## config.mk

```make
export PLATFORM = sky130hd
export DESIGN_NAME = r2f_front
export DESIGN_NICKNAME = d
export VERILOG_FILES = /design/src/sv/r2f_pkg.sv /design/src/sv/r2f_front.sv
export SDC_FILE = /design/constraint.sdc
export NUM_CORES = 1
export LEC_CHECK = 0
export BUFFER_PORTS_ARGS = -buffer_cell sky130_fd_sc_hd__buf_2
export CELL_PAD_IN_SITES_DETAIL_PLACEMENT = 1
export CELL_PAD_IN_SITES_GLOBAL_PLACEMENT = 2
export CORE_UTILIZATION = 30
export CTS_CLUSTER_DIAMETER = 50
export DETAILED_ROUTE_END_ITERATION = 10
export GPL_TIMING_DRIVEN = 0
export PLACE_DENSITY = 0.79
export SLEW_MARGIN = 0
export SYNTH_ARGS = -nofsm -noshare
export SYNTH_HDL_FRONTEND = slang
export SYNTH_SLANG_ARGS = --single-unit
```

## constraint.sdc

```tcl
create_clock -name clock -period 6 [get_ports clock]
set_input_delay 1.2 -clock clock [delete_from_list [all_inputs] [get_ports clock]]
set_output_delay 1.2 -clock clock [all_outputs]
set_load 0.01 [all_outputs]
```

## src/sv/r2f_pkg.sv

```systemverilog
// Package for the RGB565 to 2bpp frame writer: payload structs, register
// indexes, panel codes and the color conversion functions.
// No dependencies.
package r2f_pkg;

   localparam int COORD_W     = 12;
   localparam int PIXEL_W     = 16;
   localparam int RIDX_W      = 15;
   localparam int BYTE_W      = 8;
   localparam int CSR_IDX_W   = 2;
   localparam int QUEUE_DEPTH = 4;

   localparam int PANEL_WIDTH_DEF  = 400;
   localparam int PANEL_HEIGHT_DEF = 300;

   localparam logic signed [COORD_W-1:0] AREA_LEFT_RST   = 12'sd0;
   localparam logic signed [COORD_W-1:0] AREA_TOP_RST    = 12'sd0;
   localparam logic signed [COORD_W-1:0] AREA_RIGHT_RST  = 12'sd399;
   localparam logic signed [COORD_W-1:0] AREA_BOTTOM_RST = 12'sd299;

   localparam logic [BYTE_W-1:0] WHITE_BYTE = 8'h55;

   localparam logic MODE_WRITE = 1'b0;
   localparam logic MODE_READ  = 1'b1;

   // ceil(2^20 / 31) and ceil(2^20 / 63), exact for the products used here
   localparam logic [15:0] RECIP31 = 16'd33826;
   localparam logic [15:0] RECIP63 = 16'd16645;

   localparam logic [7:0] LUMA_DARK  = 8'd64;
   localparam logic [7:0] LUMA_MID   = 8'd128;
   localparam logic [7:0] LUMA_LIGHT = 8'd192;

   localparam logic [1:0] CODE_BLACK = 2'd0;
   localparam logic [1:0] CODE_DARK  = 2'd3;
   localparam logic [1:0] CODE_LIGHT = 2'd2;
   localparam logic [1:0] CODE_WHITE = 2'd1;

   typedef enum logic [CSR_IDX_W-1:0] {
      CSR_AREA_LEFT   = 2'd0,
      CSR_AREA_TOP    = 2'd1,
      CSR_AREA_RIGHT  = 2'd2,
      CSR_AREA_BOTTOM = 2'd3
   } csr_index_type;

   typedef struct packed {
      logic              mode;
      logic [PIXEL_W-1:0] pixel;
      logic              restart;
      logic [RIDX_W-1:0] read_index;
   } req_type;

   typedef struct packed {
      logic [BYTE_W-1:0] read_data;
      logic              clipped;
      logic              area_done;
   } rsp_type;

   // one classified item on its way from front to back
   typedef struct packed {
      logic              mode;
      logic [PIXEL_W-1:0] pixel;
      logic              wr_en;
      logic [1:0]        slot;
      logic              clipped;
      logic              area_done;
      logic              rd_ok;
   } work_type;

   function automatic logic [7:0] widen5(input logic [4:0] v);
      logic [12:0] prod;
      logic [28:0] scaled;
      prod   = (13'(v) << 8) - 13'(v);
      scaled = 29'(prod) * 29'(RECIP31);
      return scaled[27:20];
   endfunction

   function automatic logic [7:0] widen6(input logic [5:0] v);
      logic [13:0] prod;
      logic [29:0] scaled;
      prod   = (14'(v) << 8) - 14'(v);
      scaled = 30'(prod) * 30'(RECIP63);
      return scaled[27:20];
   endfunction

   function automatic logic [1:0] luma_code(input logic [7:0] r, input logic [7:0] g,
                                            input logic [7:0] b);
      logic [15:0] sum;
      logic [7:0]  y;
      sum = 16'(r) * 16'd77 + 16'(g) * 16'd150 + 16'(b) * 16'd29;
      y   = sum[15:8];
      if (y < LUMA_DARK) begin
         return CODE_BLACK;
      end else if (y < LUMA_MID) begin
         return CODE_DARK;
      end else if (y < LUMA_LIGHT) begin
         return CODE_LIGHT;
      end
      return CODE_WHITE;
   endfunction

endpackage

```

## src/sv/r2f_front.sv

```systemverilog
// Front end: area registers, cursor walk, clipping and frame address.
// Classifies each accepted item and pushes it to the queue. Uses r2f_pkg.
module r2f_front #(
   parameter int PANEL_WIDTH  = r2f_pkg::PANEL_WIDTH_DEF,
   parameter int PANEL_HEIGHT = r2f_pkg::PANEL_HEIGHT_DEF,
   parameter int ADDR_W       = 15
) (
   input  logic                            clock,
   input  logic                            reset,
   input  logic                            csr_we,
   input  logic [r2f_pkg::CSR_IDX_W-1:0]   csr_index,
   input  logic [r2f_pkg::COORD_W-1:0]     csr_wdata,
   input  logic                            req_valid,
   output logic                            req_ready,
   input  r2f_pkg::req_type                req_payload,
   input  logic                            q_full,
   input  logic                            clear_busy,
   output logic                            push,
   output r2f_pkg::work_type               push_work,
   output logic [ADDR_W-1:0]               push_addr
);

   localparam int FRAME_BYTES = (PANEL_WIDTH * PANEL_HEIGHT + 3) / 4;
   localparam int PROD_W      = $clog2(PANEL_WIDTH * PANEL_HEIGHT + 1);
   localparam int COL_W       = $clog2(PANEL_WIDTH);
   localparam int ROW_W       = $clog2(PANEL_HEIGHT + 1);
   localparam logic signed [r2f_pkg::COORD_W-1:0] WIDTH_S  = r2f_pkg::COORD_W'(PANEL_WIDTH);
   localparam logic signed [r2f_pkg::COORD_W-1:0] HEIGHT_S = r2f_pkg::COORD_W'(PANEL_HEIGHT);

   logic signed [r2f_pkg::COORD_W-1:0] left_ff, left_in, top_ff, top_in;
   logic signed [r2f_pkg::COORD_W-1:0] right_ff, right_in, bottom_ff, bottom_in;
   logic signed [r2f_pkg::COORD_W-1:0] col_ff, col_in, row_ff, row_in;
   logic signed [r2f_pkg::COORD_W-1:0] col_eff, row_eff;
   logic                               fire, in_disp, end_row, end_area;
   logic [COL_W-1:0]                   col_u;
   logic [ROW_W-1:0]                   row_u;
   logic [PROD_W-1:0]                  row_base;
   logic [ADDR_W-1:0]                  pix_addr;

   assign req_ready = !q_full && !clear_busy;
   assign fire      = req_valid && req_ready;
   assign push      = fire;

   assign col_eff  = req_payload.restart ? left_ff : col_ff;
   assign row_eff  = req_payload.restart ? top_ff : row_ff;
   assign in_disp  = !col_eff[r2f_pkg::COORD_W-1] && (col_eff < WIDTH_S) &&
                     !row_eff[r2f_pkg::COORD_W-1] && (row_eff < HEIGHT_S);
   assign end_row  = col_eff >= right_ff;
   assign end_area = end_row && (row_eff >= bottom_ff);

   assign col_u    = COL_W'(col_eff);
   assign row_u    = ROW_W'(row_eff);
   assign row_base = PROD_W'(row_u) * PROD_W'(PANEL_WIDTH);
   assign pix_addr = ADDR_W'(row_base >> 2) + ADDR_W'(col_u >> 2);

   always_comb begin
      push_work.mode      = req_payload.mode;
      push_work.pixel     = req_payload.pixel;
      push_work.wr_en     = !req_payload.mode && in_disp;
      push_work.slot      = col_eff[1:0];
      push_work.clipped   = !req_payload.mode && !in_disp;
      push_work.area_done = !req_payload.mode && end_area;
      push_work.rd_ok     = req_payload.mode &&
                            (32'(req_payload.read_index) < 32'(FRAME_BYTES));
      push_addr = req_payload.mode ? ADDR_W'(req_payload.read_index) : pix_addr;
   end

   always_comb begin
      left_in   = left_ff;
      top_in    = top_ff;
      right_in  = right_ff;
      bottom_in = bottom_ff;
      if (csr_we) begin
         unique case (r2f_pkg::csr_index_type'(csr_index))
            r2f_pkg::CSR_AREA_LEFT:   left_in   = csr_wdata;
            r2f_pkg::CSR_AREA_TOP:    top_in    = csr_wdata;
            r2f_pkg::CSR_AREA_RIGHT:  right_in  = csr_wdata;
            r2f_pkg::CSR_AREA_BOTTOM: bottom_in = csr_wdata;
            default:                  left_in   = left_ff;
         endcase
      end
   end

   always_comb begin
      col_in = col_ff;
      row_in = row_ff;
      if (fire && !req_payload.mode) begin
         if (end_row) begin
            col_in = left_ff;
            row_in = end_area ? top_ff : row_eff + 12'sd1;
         end else begin
            col_in = col_eff + 12'sd1;
            row_in = row_eff;
         end
      end
   end

   always_ff @(posedge clock) begin
      if (reset) begin
         left_ff   <= r2f_pkg::AREA_LEFT_RST;
         top_ff    <= r2f_pkg::AREA_TOP_RST;
         right_ff  <= r2f_pkg::AREA_RIGHT_RST;
         bottom_ff <= r2f_pkg::AREA_BOTTOM_RST;
         col_ff    <= '0;
         row_ff    <= '0;
      end else begin
         left_ff   <= left_in;
         top_ff    <= top_in;
         right_ff  <= right_in;
         bottom_ff <= bottom_in;
         col_ff    <= col_in;
         row_ff    <= row_in;
      end
   end

endmodule

```

==> run summary <==
number of global-route vias before repair -> 5492
diode count -> 0
Slew Viols, Final -> 0
max cap viols -> 0
post-synthesis cell count -> 756
Setup Viol. Count Final -> 0
DIE AREA -> 0.0202 mm²
Post-DP Area -> 0.00659 mm²
DR vias/cell -> 5.14
die span in x -> 142 µm
Rel. slew slack -> 0.450
Finished Cell Area -> 0.00721 mm²
Worst-path clk slew -> 0.06 ns
slowest CP cell -> fa_1
asr flop ratio synth -> 0
total grt overflow -> 0
CP Max Fanout -> 7
CP max stage delay -> 0.54 ns
top cells by area, synth -> dfxtp_1 25%, ha_1 13%, nand2_1 6.8%, mux2i_1 4.9%, a21oi_1 4.9%
Initial Util -> 0.310
final period demand of the worst path -> 5.81 ns
Post-Place Cells -> 1090
Initial DRC Count -> 287
CTS Hold Bufs -> 0
Worst-Skew Late Latency -> 0.35 ns
detailed placement HPWL -> 15500 µm
setup TNS -> 0 ns
gpl congestion -> 0.823
Tcrit/Tclk final -> 0.968
Seq/Total Area, Yosys -> 0.245
Worst EP arrival -> 4.61 ns
Critical Path Most Common Cell -> ha_4
via count -> 5758
share of layout cells above drive strength 1 -> 0.224
yosys warns -> 0
critical path, cell by cell -> buf_8, buf_12, buf_12, mux2i_4, inv_2, ha_4, ha_4, fa_1, ha_4, nor2b_2, o31a_1, nor3_2, a2bb2oi_2, and3_4, a211o_1, nand3_1, buf_2
Syn-to-layout area delta -> 22.7%
first-pass GRT wire length -> 31100 µm
CORE AREA -> 0.0190 mm²
reg2reg setup slack -> 2.41 ns
Die Ht -> 142 µm
Final Hold Slack -> 0.455 ns
Core Rows -> 50
Routed Antenna Nets -> 0
worst setup path start -> req_payload[15]
CTS H-tree lvls -> 3
Pwr Density -> 180 mW/mm²
Synth cell types -> 69
Post-Route WL -> 20000 µm
Hold Path Class -> reg2reg
Tot GR Track Use -> 0.203
DR pass1 iterations -> 4
Residual DRC -> 0
Clock Path Buffers -> 2
clock skew -> 0.00986 ns
most area-hungry cell type in the Yosys netlist -> dfxtp_1
Worst VDD drop -> 0.139 mV
HP Start -> right_ff[10]
io pins -> 93
Mapped Area -> 0.00588 mm²
critical path capture point type -> output port
total leakage power -> 3.19 nW
final hold vios -> 0
Worst Tran Pin Value -> 0.816 ns
CTS Buf Count -> 9
EDFF count, synth -> 0
status -> complete, no violations
Syn Area/Cell -> 7.78 µm²
non-filler instance count after layout -> 1121
ys flop type -> dfxtp_1
largest net degree at the start of global routing -> 14
Max Clock Freq -> 0.172 GHz
reg2reg start -> left_ff[6]
clk root buf -> clkbuf_16
CTS Sinks -> 72
Synth Register Bits -> 72
PortBufs -> 74
post-DR wirelength/cell -> 17.8 µm
initial antenna violation count -> 0
CTS tree -> done
WP data required -> 4.80 ns
nets@finish -> 977
Worst Setup Path Type -> in2out
top cell type's share of synthesized area -> 0.245
startpoint type of the worst setup path -> input port
syn_nets -> 877
timing repair:
item                                    CTS  global route
endpoints found under the setup margin    7             4
setup buffers                            11             5
pin swaps                                 4            12
endpoints found under the hold margin     0             0
gates resized for setup                  34            18
layer usage:
layer	vias up	share of wire	track usage
met5	-	0	0
met4	0	0.0099	0.0407
met3	18	0.060	0.0350
met2	154	0.44	0.316
met1	2717	0.49	0.292
li1	2869	-	-
per-stage QoR:
| step | utilization | setup slack [ns] | total power, mW |
|---|---|---|---|
| after detailed placement | 0.348 | -0.685 | 0.783 |
| after global routing | 0.381 | -0.0246 | 1.36 |
| after floorplan | - | 0.0168 | 0.684 |
| final | 0.381 | 0.190 | 1.30 |
| after global placement | 0.348 | -0.721 | 0.780 |
| after CTS | 0.375 | 0.00409 | 1.30 |
logic make-up (layout without fill, tap and decap cells):
kind of cell | Yosys count | in the layout | synth area share
AND/OR/NAND/NOR | 254 | 254 | 0.203
AO/OA/AOI/OAI | 182 | 182 | 0.202
buffers and inverters | 117 | 222 | 0.0917
flip-flops | 72 | 72 | 0.245
adder cells (fa/ha/maj) | 68 | 68 | 0.151
multiplexers | 43 | 43 | 0.0766
XOR/XNOR | 20 | 20 | 0.0298
cell usage after synthesis (12+ instances only):
| library cell | n |
|---|---|
| a21oi_1 | 57 |
| buf_4 | 18 |
| clkbuf_1 | 25 |
| dfxtp_1 | 72 |
| ha_1 | 63 |
| inv_1 | 58 |
| mux2_2 | 13 |
| mux2i_1 | 29 |
| nand2_1 | 107 |
| nand3_1 | 20 |
| nor2_1 | 46 |
| nor3_1 | 18 |
| nor4_1 | 12 |
| o21ai_0 | 27 |
flip-flops by register name, summed over array words and instances (netlist names):
| name | flops |
|---|---|
| bottom_ff | 12 |
| col_ff | 12 |
| left_ff | 12 |
| right_ff | 12 |
| row_ff | 12 |
| top_ff | 12 |
worst max-delay path, delay by kind of cell:
family,cells,cell delay [ns]
mux,1,0.26
buf+inv,5,0.62
compound gates,3,0.64
simple gates,4,0.64
fa+ha+maj,4,1.24
final timing paths:
| check | endpoint | cells after the start |
|---|---|---|
| worst max-delay path | push_addr[14] | 17 |
| worst min-delay path | right_ff[10] | 2 |
| worst max register to register | row_ff[6] | 11 |
| worst min register to register | right_ff[10] | 2 |
cells in the final DEF, fill, tap and decap left out, types with 11 or more instances in the layout:
| master | count |
|---|---|
| nand2_1 | 107 |
| buf_2 | 80 |
| dfxtp_1 | 72 |
| a21oi_1 | 56 |
| ha_1 | 55 |
| inv_1 | 52 |
| nor2_1 | 46 |
| buf_4 | 33 |
| clkbuf_1 | 25 |
| o21ai_0 | 24 |
| mux2i_1 | 22 |
| nand3_1 | 20 |
| nor3_1 | 16 |
| mux2_2 | 11 |
| o21ai_1 | 11 |
| nor4_1 | 11 |
area by class of cell:
class / count / area (µm²)
Multi-Input combinational cell: 567 / 4120
Clock buffer: 9 / 225
Timing Repair Buffer: 90 / 490
Sequential cell: 72 / 1440
Clock inverter: 7 / 45.0
Fill cell: 2366 / 11700
Tap cell: 260 / 325
Buffer: 56 / 340
Inverter: 60 / 228
report_power, final:
group	switching, mW	internal [mW]	total [mW]
clock	0.225	0.280	0.505
sequential	0.0147	0.494	0.509
combinational	0.169	0.115	0.284
total	0.409	0.888	1.30
No activity file was read; power rests on OpenSTA's default activity.
