**src/sv/r2f_queue.sv**
```systemverilog
// Small FIFO between front and back end.
// Generic data width; no package dependency.
module r2f_queue #(
   parameter int DATA_W = 32,
   parameter int DEPTH  = 4
) (
   input  logic              clock,
   input  logic              reset,
   input  logic              push,
   input  logic [DATA_W-1:0] push_data,
   output logic              full,
   input  logic              pop,
   output logic              not_empty,
   output logic [DATA_W-1:0] head_data
);

   localparam int PTR_W = (DEPTH > 1) ? $clog2(DEPTH) : 1;
   localparam int CNT_W = $clog2(DEPTH + 1);

   logic [DATA_W-1:0] slot_ff [DEPTH];
   logic [PTR_W-1:0]  wr_ptr_ff, wr_ptr_in, rd_ptr_ff, rd_ptr_in;
   logic [CNT_W-1:0]  count_ff, count_in;
   logic              do_push, do_pop;

   assign full      = count_ff == CNT_W'(DEPTH);
   assign not_empty = count_ff != '0;
   assign head_data = slot_ff[rd_ptr_ff];
   assign do_push   = push && !full;
   assign do_pop    = pop && not_empty;

   always_comb begin
      wr_ptr_in = wr_ptr_ff;
      rd_ptr_in = rd_ptr_ff;
      count_in  = count_ff;
      if (do_push) begin
         wr_ptr_in = (wr_ptr_ff == PTR_W'(DEPTH - 1)) ? '0 : wr_ptr_ff + 1'b1;
      end
      if (do_pop) begin
         rd_ptr_in = (rd_ptr_ff == PTR_W'(DEPTH - 1)) ? '0 : rd_ptr_ff + 1'b1;
      end
      if (do_push && !do_pop) begin
         count_in = count_ff + 1'b1;
      end else if (do_pop && !do_push) begin
         count_in = count_ff - 1'b1;
      end
   end

   always_ff @(posedge clock) begin
      if (reset) begin
         wr_ptr_ff <= '0;
         rd_ptr_ff <= '0;
         count_ff  <= '0;
      end else begin
         wr_ptr_ff <= wr_ptr_in;
         rd_ptr_ff <= rd_ptr_in;
         count_ff  <= count_in;
      end
   end

   always_ff @(posedge clock) begin
      if (do_push) begin
         slot_ff[wr_ptr_ff] <= push_data;
      end
   end

endmodule

```
**config.mk**
```make
export PLATFORM = sky130hd
export DESIGN_NAME = r2f_queue
export DESIGN_NICKNAME = d
export VERILOG_FILES = /design/src/sv/r2f_queue.sv
export SDC_FILE = /design/constraint.sdc
export NUM_CORES = 1
export LEC_CHECK = 0
export BUFFER_PORTS_ARGS = -buffer_cell sky130_fd_sc_hd__buf_2
export CAP_MARGIN = 20
export CORE_MARGIN = 10
export CORE_UTILIZATION = 56
export CTS_BUF_LIST = sky130_fd_sc_hd__clkbuf_16
export DETAILED_ROUTE_END_ITERATION = 12
export GPL_TIMING_DRIVEN = 0
export PLACE_DENSITY = 0.78
export SLEW_MARGIN = 20
export SYNTH_ARGS = -nofsm -noshare
export SYNTH_HDL_FRONTEND = slang
export SYNTH_SLANG_ARGS = --single-unit
```
**constraint.sdc**
```tcl
create_clock -name clock -period 2.9 [get_ports clock]
set_input_delay 0 -clock clock [delete_from_list [all_inputs] [get_ports clock]]
set_output_delay 0 -clock clock [all_outputs]
set_load 0.02 [all_outputs]
```
==> results of run 1 <==
## cells in the mapped netlist, types with 2 or more instances
master and instances:
nand3_1 2, mux2i_1 2, ha_1 6, edfxtp_1 128, dfxtp_1 9, or3_2 2
nor2_1 3, a21oi_1 3, buf_4 3, and3_2 4, inv_1 4, xor2_1 2
mux4_2 32, buf_1 3, o31ai_2 2
## power by group
group | switching, mW | leakage (nW) | internal [mW] | total [mW]
Clock | 0.768 | 0.260 | 1.25 | 2.01
Sequential | 0.0722 | 1.25 | 2.40 | 2.47
Combinational | 0.730 | 0.769 | 0.566 | 1.30
## through the flow
stage,power [mW],worst slack [ps]
6_report,5.781,589.6
3_5_place_dp,3.798,576.2
2_1_floorplan,3.395,694.1
4_1_cts,5.836,565.1
5_1_grt,6.022,425.8
3_3_place_gp,3.766,598.5
## flip-flops by register name, summed over array words and instances (netlist names), named ones only
signal / count
wr_ptr_ff: 2
slot_ff: 128
rd_ptr_ff: 2
count_ff: 3
## layout make-up
cell class                      instances  area (µm²)  area share
Inverter                                5       23.77    0.003665
Clock buffer                           17       425.4     0.06559
Sequential cell                       137        4024      0.6204
Buffer                                  9       53.80    0.008295
Multi-Input combinational cell         66       999.7      0.1541
Timing Repair Buffer                  103       690.7      0.1065
Tap cell                              108       135.1     0.02083
Clock inverter                         14       133.9     0.02064
## logic make-up after synthesis
group,count (synthesis),share of synthesized area
flops,137,0.7888
mux,34,0.1452
simple gates,16,0.01889
buf+inv,14,0.01520
compound gates,7,0.009808
fa+ha+maj,7,0.01864
xor+xnor,2,0.003435
## what timing repair did
action,in CTS,in global routing
setup buffers,0,0
hold buffers,35,0
hold endpoints to repair,135,0
## worst reg2reg max path: stages, from the launching register on
cell	delay [ps]
dfxtp_1	440
or3b_1	160
buf_6	120
clkinv_4	50
nor2_2	110
ha_1	210
inv_1	60
fa_1	370
xor2_1	180
or3_2	410
a21oi_1	140
## metal layers
metal	up-vias	share of wire	track usage
met5	-	0	0
met4	0	0.013	0.06166
met3	10	0.061	0.04444
met2	80	0.52	0.2483
met1	1299	0.41	0.1751
li1	1152	-	-
## worst max-delay path by stage
stage	start	endpoint	slack [ps]	cells past startpoint
floorplan	count_ff[0]	count_ff[2]	690	10
global placement	count_ff[0]	count_ff[2]	600	10
detailed placement	count_ff[0]	count_ff[2]	580	10
CTS	count_ff[0]	count_ff[2]	570	10
global route	count_ff[0]	count_ff[2]	430	10
finish	count_ff[0]	count_ff[2]	590	10
==> impl_metrics.csv, run 1 <==
group,metric,value,unit
status,outcome,"finished clean",
logic_synthesis,synth_area_leaders,"edfxtp_1, mux4_2, dfxtp_1, ha_1, and3_2",
setup_path,rrSetupSlack,590,ps
placed_design,numPortBuffers,68,
sta,max_freq,432.8,MHz
sta,worst_pin_slew,866.7,ps
floorplanning,die_width,115.4,µm
setup_path,cp_cell_sequence,"or3b_1 -> buf_6 -> clkinv_4 -> nor2_2 -> ha_1 -> inv_1 -> fa_1 -> xor2_1 -> or3_2 -> a21oi_1",
clocking,clk_path_buf_depth,2,
placed_design,postPlaceCellArea,5577,µm²
floorplanning,die_area,13330,µm²
detailed_routing,viasPerCell,5.536,
sta,rsz0062_at_grt,"no",
finish,fill_cells,520,
logic_synthesis,yosysSeqAreaShare,0.7888,
clocking,path_clk_slew,60,ps
power,p_leak,2.276,nW
setup_path,slowest_delay,440,ps
floorplanning,core.rowCount,34,
finish,layout_common_cells,"edfxtp_1, buf_2, dlygate4sd3_1",
setup_path,crit_buf_inv,3,
worst_hold_path,hp-start,"push_data[18]",
setup_path,cp-end-kind,"flip-flop",
clocking,numClockSinks,137,
finish,insertedDiodeCount,0,
logic_synthesis,yosys.area.top_type,"edfxtp_1",
setup_path,crit_arrival,2640,ps
logic_synthesis,synth_cell_types,27,
run,cap_violations,0,
detailed_routing,routedWlPerCell,20.35,µm
clocking,htree_levels,4,
setup_path,rr_worst_depth,10,
detailed_routing,drc,0,
sta,slew_violations,0,
setup_path,regToRegStartpoint,"count_ff[0]",
logic_synthesis,synthArstFlopShare,0,
finish,instances_no_fill,459,
clocking,cts_tree,"built",
global_routing,grt_use_total,0.1479,
logic_synthesis,synth.avg_cell_area,23.51,µm²
global_routing,grt_pass1_wl,14.84,mm
worst_hold_path,min_path_type,"input pin to flip-flop",
sta,setup_violations,0,
sta,period_needed,2310,ps
placed_design,place_inst,393,
sta,tns,0,ps
global_routing,antenna_found_initial,0,
logic_synthesis,synthesis.nets,260,
floorplanning,start_util,0.5793,
logic_synthesis,synth_seq_cells,137,
floorplanning,ios,70,
floorplanning,die_y,115.4,µm
setup_path,r2r-end,"count_ff[2]",
clocking,clk_latency,400,ps
floorplanning,core_area,8806,µm²
worst_hold_path,hold_end,"slot_ff[1][18]",
detailed_routing,drt_first_pass_iters,4,
detailed_routing,drt-total-wl,9.339,mm
logic_synthesis,ys_warn_count,0,
finish,drive_gt1_frac,0.4131,
setup_path,critical_path.top_delay_family,"simple AND/OR/NAND/NOR gates",
power,p_per_area,891.2,nW/µm²
placed_design,finalWeightedCongestion,0.6623,
sta,hold-worst-slack,342.5,ps
logic_synthesis,synth_edf_count,128,
finish,nets,382,
setup_path,worstSetupPathType,"flip-flop to flip-flop",
finish,area_delta_synth_final,27.15,%
logic_synthesis,synth_top_cell_area_share,0.7535,
setup_path,critPathSlowestCell,"dfxtp_1",
clocking,cts_inserted_buffers,17,
detailed_routing,route.vias.total,2541,
sta,clock_skew,10.79,ps
detailed_routing,drt_iter0_drc,137,
setup_path,path_max_fanout,7,
clocking,ctsResizeCount,0,
detailed_routing,drtAntennaViolNets,0,
global_routing,grt_pass1_vias,2780,
global_routing,overflow,0,
worst_hold_path,hold_path_depth,2,
finish,finish.utilization,0.7366,
setup_path,critPathLaunchType,"flip-flop",
finish,design_area,6486,µm²
clocking,cts_root_buf,"clkbuf_16",
sta,hold_viol_final,0,
logic_synthesis,synthCells,217,
logic_synthesis,synth.cell_area,5101,µm²
finish,final_common_cell,"edfxtp_1",
setup_path,critical_path_required,3230,ps
logic_synthesis,synth-main-ff-cell,"edfxtp_1",
sta,max_slew_margin,0.4222,
global_routing,grt_start_max_net_pins,33,
sta,fin_crit_sh,0.7967,
power,max-vdd-ir-drop,0.0006067,V
Power figures use the tool's default switching activity.
==> inputs of run 2 (changes only) <==
CORE_UTILIZATION = 51   (was 56)
PLACE_DENSITY = 0.75   (was 0.78)
clock period = 2.1 ns   (was 2.9 ns; I/O delays follow)
==> run 2 against run 1 <==
Compared with the run above: sequential cell count stayed put; wire length is 1.2% lower; first-iteration DRC count is 8.0% lower; die area is 8.1% higher; combinational power is 43% higher; largest power group unchanged; setup slack worse by 520 ps; clock skew is 3.4 ps lower; design area is 0.93% higher; count of clock-buffer cells in the layout stayed put; fmax is 14% higher; worst hold slack better by 1.5 ps.
==> impl_metrics.csv, run 2 (synthesis gave the netlist of run 1 again) <==
group,metric,value,unit
status,outcome,"finished clean",
floorplanning,core_area,9774,µm²
clocking,cts_root_buf,"clkbuf_16",
sta,rsz0062_at_grt,"yes",
floorplanning,start_util,0.5219,
power,p_int,5.730,mW
sta,fin_crit_sh,0.9677,
clocking,cts_tree,"built",
power,comb_power_share,0.236,
sta,clock_skew,7.371,ps
clocking,htree_levels,4,
power,p_sw,2.131,mW
setup_path,worstSetupStartpoint,"count_ff[2]",
clocking,clk_latency,400,ps
finish,layout_common_cells,"edfxtp_1, buf_2, dlygate4sd3_1",
worst_hold_path,hp-start,"push_data[2]",
detailed_routing,route.vias.total,2466,
finish,nets,384,
power,power,7.861,mW
sta,slew_violations,0,
global_routing,grt-busiest-layer,"met2",
global_routing,use_met3,0.05954,
finish,multiInputGateArea,1036,µm²
detailed_routing,drt_iter0_drc,126,
detailed_routing,drc,0,
setup_path,path_max_fanout,3,
detailed_routing,drt_first_pass_iters,4,
clocking,cts_inserted_buffers,17,
sta,max_slew_margin,0.4225,
placed_design,numPortBuffers,68,
global_routing,grt_start_max_net_pins,33,
floorplanning,die_area,14400,µm²
detailed_routing,routedWlPerCell,19.02,µm
finish,area_delta_synth_final,28.33,%
run,cap_violations,0,
detailed_routing,drt-total-wl,9.226,mm
sta,hold_viol_final,0,
finish,largest_register_ff_count,128,
clocking,clk_path_buf_depth,2,
clocking,path_clk_slew,50,ps
global_routing,gr-usage-met1,0.1615,
global_routing,grt_pass1_vias,2871,
setup_path,regToRegStartpoint,"count_ff[2]",
global_routing,antenna_found_initial,0,
detailed_routing,viasPerCell,5.085,
placed_design,hpwl,5.494,mm
setup_path,critPathLaunchType,"flip-flop",
global_routing,grt_use_total,0.1380,
global_routing,overflow,0,
setup_path,worstSetupPathType,"flip-flop to flip-flop",
finish,regMostFlops,"slot_ff",
power,max-vdd-ir-drop,0.0006052,V
floorplanning,ios,70,
sta,hold-worst-slack,344.0,ps
power,swShare,0.2711,
sta,worst_pin_slew,866.3,ps
power,clockPowerShare,0.327,
power,p_seq_frac,0.436,
global_routing,met2_usage,0.2249,
finish,insertedDiodeCount,0,
finish,final_common_cell,"edfxtp_1",
floorplanning,die_width,120.0,µm
clocking,numClockSinks,137,
worst_hold_path,min_path_type,"input pin to flip-flop",
setup_path,crit_arrival,2360,ps
finish,seqCellArea,4035,µm²
global_routing,grt_pass1_wl,15.01,mm
power,p_leak,2.292,nW
finish,fill_cells,640,
finish,reg_top3,"slot_ff: 128 flops, count_ff: 3 flops",
power,p_per_area,1201,nW/µm²
floorplanning,die_y,120.0,µm
finish,drive_gt1_frac,0.4233,
sta,period_needed,2032,ps
sta,setup_violations,0,
detailed_routing,drtAntennaViolNets,0,
floorplanning,core.rowCount,36,
placed_design,finalWeightedCongestion,0.7281,
sta,max_freq,492.1,MHz
setup_path,critical_path_required,2430,ps
setup_path,cp-end-kind,"flip-flop",
-- run 2: repair_timing --
item / in CTS / in global routing
hold endpoints to repair: 135 / 0
gates resized for setup: 6 / 2
pin swaps: 2 / 0
gates cloned: 0 / 0
setup endpoints to repair: 1 / 2
hold buffers: 35 / 0
buffers inserted: 2 / 0
-- run 2: final timing paths --
check	end	slack, ps	depth (start not counted)
worst max-delay path	count_ff[2]	70	10
worst min-delay path	slot_ff[1][2]	340	2
worst max register to register	count_ff[2]	70	10
worst min register to register	rd_ptr_ff[0]	510	2
-- run 2: stage by stage --
step,instance area (µm²),cells,setup slack (ps),utilization,TNS (ps)
final,6546,485,67.91,0.6697,0
after global routing,6546,485,-47.83,0.6697,-47.83
after CTS,6535,485,46.22,0.6686,0
after detailed placement,5630,418,-161.9,0.5760,-161.9
after global placement,5630,418,-66.96,0.5760,-66.96
after floorplan,5124,217,29.93,-,0
-- run 2: layer usage --
metal / wire (µm) / vias to the layer above
met5: 0 / -
met4: 80 / 0
met3: 464 / 7
met2: 4744 / 61
met1: 3937 / 1246
li1: - / 1152
-- run 2: worst max-delay path, stage by stage (launching register included) --
cell	delay, ps
dfxtp_4	350
or3b_1	170
buf_6	120
clkinv_8	50
nor2_4	110
ha_4	150
inv_1	50
fa_2	330
xor2_1	180
or3_4	330
a21oi_2	120
-- run 2: cell type report --
type	count	share of cell area
plain buffers	9	0.008410
clock buffers	17	0.06498
clock inverters	13	0.01395
inverters	5	0.004778
multi-input cells	66	0.1583
flip-flops and latches	137	0.6164
well taps	133	0.02542
repair buffers	105	0.1078
-- run 2: power by group through the flow --
stage	registers, mW	logic [mW]	clock network (mW)
global route	3.46	2.03	2.76
detailed placement	3.47	1.80	0
floorplan	3.44	1.27	0
finish	3.43	1.86	2.57
CTS	3.43	1.90	2.62
global placement	3.45	1.77	0
==> inputs of run 3 (changes only) <==
RECOVER_POWER = 25   (was default)
==> run 3 against run 2 <==
Compared with the run above: sequential cell count stayed put; setup slack barely moved; combinational power hardly changed; utilization is 0.24 points lower; via count fell by 0.16%; clock skew down 1.3 ps; sequential power barely moved; critical path depth unchanged; design area fell by 0.36%.
==> impl_metrics.csv, run 3 (synthesis gave the netlist of run 1 again) <==
group,metric,value,unit
status,outcome,"finished clean",
setup_path,path_depth,10,
sta,hold_viol_final,0,
power,clockPowerShare,0.328,
sta,fin_crit_sh,0.9677,
floorplanning,die_y,120.0,µm
detailed_routing,drt_first_pass_iters,4,
clocking,clk_path_buf_depth,2,
run,cap_violations,0,
power,p_sw,2.129,mW
power,p_int,5.725,mW
floorplanning,core.rowCount,36,
floorplanning,start_util,0.5219,
clocking,cts_root_buf,"clkbuf_16",
global_routing,grt_pass1_wl,15.01,mm
global_routing,grt_start_max_net_pins,33,
sta,slew_violations,0,
setup_path,rr_worst_depth,10,
power,swShare,0.2711,
setup_path,worstSetupPathType,"flip-flop to flip-flop",
finish,finish.utilization,0.6673,
setup_path,critPathSlowestCell,"dfxtp_4",
sta,hold-worst-slack,354.7,ps
finish,area_delta_synth_final,27.86,%
detailed_routing,viasPerCell,5.076,
power,p_seq_frac,0.437,
floorplanning,core_area,9774,µm²
clocking,cts_tree,"built",
clocking,clk_latency,400,ps
setup_path,cp-end-kind,"flip-flop",
setup_path,crit_arrival,2360,ps
sta,max_slew_margin,0.4195,
detailed_routing,drt_iter0_drc,141,
global_routing,grt_use_total,0.1380,
placed_design,finalWeightedCongestion,0.7281,
clocking,cts_inserted_buffers,17,
global_routing,antenna_found_initial,0,
finish,final_common_cell,"edfxtp_1",
sta,tns,0,ps
global_routing,grt_pass1_vias,2871,
finish,reg_top3,"slot_ff: 128 flops, count_ff: 3 flops",
sta,clock_skew,6.107,ps
finish,insertedDiodeCount,0,
setup_path,cp_cell_sequence,"or3b_1 -> buf_6 -> clkinv_8 -> nor2_4 -> ha_4 -> inv_1 -> fa_2 -> xor2_1 -> or3_4 -> a21oi_2",
sta,setup_violations,0,
floorplanning,die_area,14400,µm²
floorplanning,ios,70,
power,max-vdd-ir-drop,0.0006060,V
setup_path,critical_path.top_delay_family,"simple AND/OR/NAND/NOR gates",
global_routing,overflow,0,
sta,rsz0062_at_grt,"yes",
setup_path,path_max_fanout,3,
floorplanning,die_width,120.0,µm
power,p_per_area,1204,nW/µm²
worst_hold_path,hold_path_depth,2,
finish,nets,384,
setup_path,critPathLaunchType,"flip-flop",
sta,max_freq,492.1,MHz
power,comb_power_share,0.236,
clocking,htree_levels,4,
worst_hold_path,min_path_type,"input pin to flip-flop",
placed_design,numPortBuffers,68,
finish,drive_gt1_frac,0.3693,
detailed_routing,routedWlPerCell,18.98,µm
detailed_routing,route.vias.total,2462,
finish,fill_cells,652,
setup_path,slowest_delay,350,ps
setup_path,crit_buf_inv,3,
power,p_leak,2.240,nW
placed_design,hpwl,5.494,mm
detailed_routing,drtAntennaViolNets,0,
sta,period_needed,2032,ps
finish,layout_common_cells,"edfxtp_1, buf_2, dlygate4sd3_1",
clocking,path_clk_slew,50,ps
sta,worst_pin_slew,870.7,ps
detailed_routing,drc,0,
setup_path,critical_path_required,2420,ps
detailed_routing,drt-total-wl,9.206,mm
finish,regMostFlops,"slot_ff",
finish,largest_register_ff_count,128,
clocking,numClockSinks,137,
run 3: path summary, 6_finish.rpt:
| check | start | endpoint | slack [ps] |
|---|---|---|---|
| min | push_data[0] | slot_ff[3][0] | 350 |
| max reg2reg | count_ff[2] | count_ff[2] | 70 |
| min reg2reg | rd_ptr_ff[0] | rd_ptr_ff[0] | 510 |
| max | count_ff[2] | count_ff[2] | 70 |
run 3: final cells by class:
type / count / area [µm²] / share of cell area
flip-flops and latches: 137 / 4035 / 0.6186
multi-input cells: 66 / 1036 / 0.1588
clock buffers: 17 / 425.4 / 0.06522
inverters: 5 / 31.28 / 0.004796
plain buffers: 9 / 55.05 / 0.008440
well taps: 133 / 166.4 / 0.02551
clock inverters: 13 / 91.34 / 0.01400
repair buffers: 105 / 681.9 / 0.1045
run 3: power by group through the flow:
stage | Combinational [mW] | Sequential, mW | Clock (mW)
after floorplan | 1.27 | 3.44 | 0
after global placement | 1.77 | 3.45 | 0
final | 1.85 | 3.43 | 2.57
after detailed placement | 1.80 | 3.47 | 0
after global routing | 2.03 | 3.46 | 2.76
after CTS | 1.90 | 3.43 | 2.62
run 3: timing repair:
| action | 4_1_cts | 5_1_grt |
|---|---|---|
| gates resized for setup | 6 | 2 |
| pin swaps | 2 | 0 |
| endpoints found under the hold margin | 135 | 0 |
| buffers inserted | 2 | 0 |
| hold buffers | 35 | 0 |
| gates cloned | 0 | 0 |
| setup endpoints to repair | 1 | 2 |
run 3: per-stage QoR:
| step | instances | cell area, µm² | total power, mW | setup WS (ps) |
|---|---|---|---|---|
| floorplan | 217 | 5124 | 4.709 | 29.93 |
| global route | 485 | 6523 | 8.251 | -47.83 |
| detailed placement | 418 | 5630 | 5.269 | -161.9 |
| global placement | 418 | 5630 | 5.224 | -66.96 |
| CTS | 485 | 6535 | 7.947 | 46.22 |
| finish | 485 | 6523 | 7.855 | 67.90 |
run 3: metal layers:
metal  vias to the layer above  part of all wire  global-route usage
met1                      1249              0.43              0.1615
met3                         6             0.049             0.05954
met2                        55              0.52              0.2249
li1                       1152                 -                   -
met5                         -                 0                   0
met4                         0            0.0075             0.04600
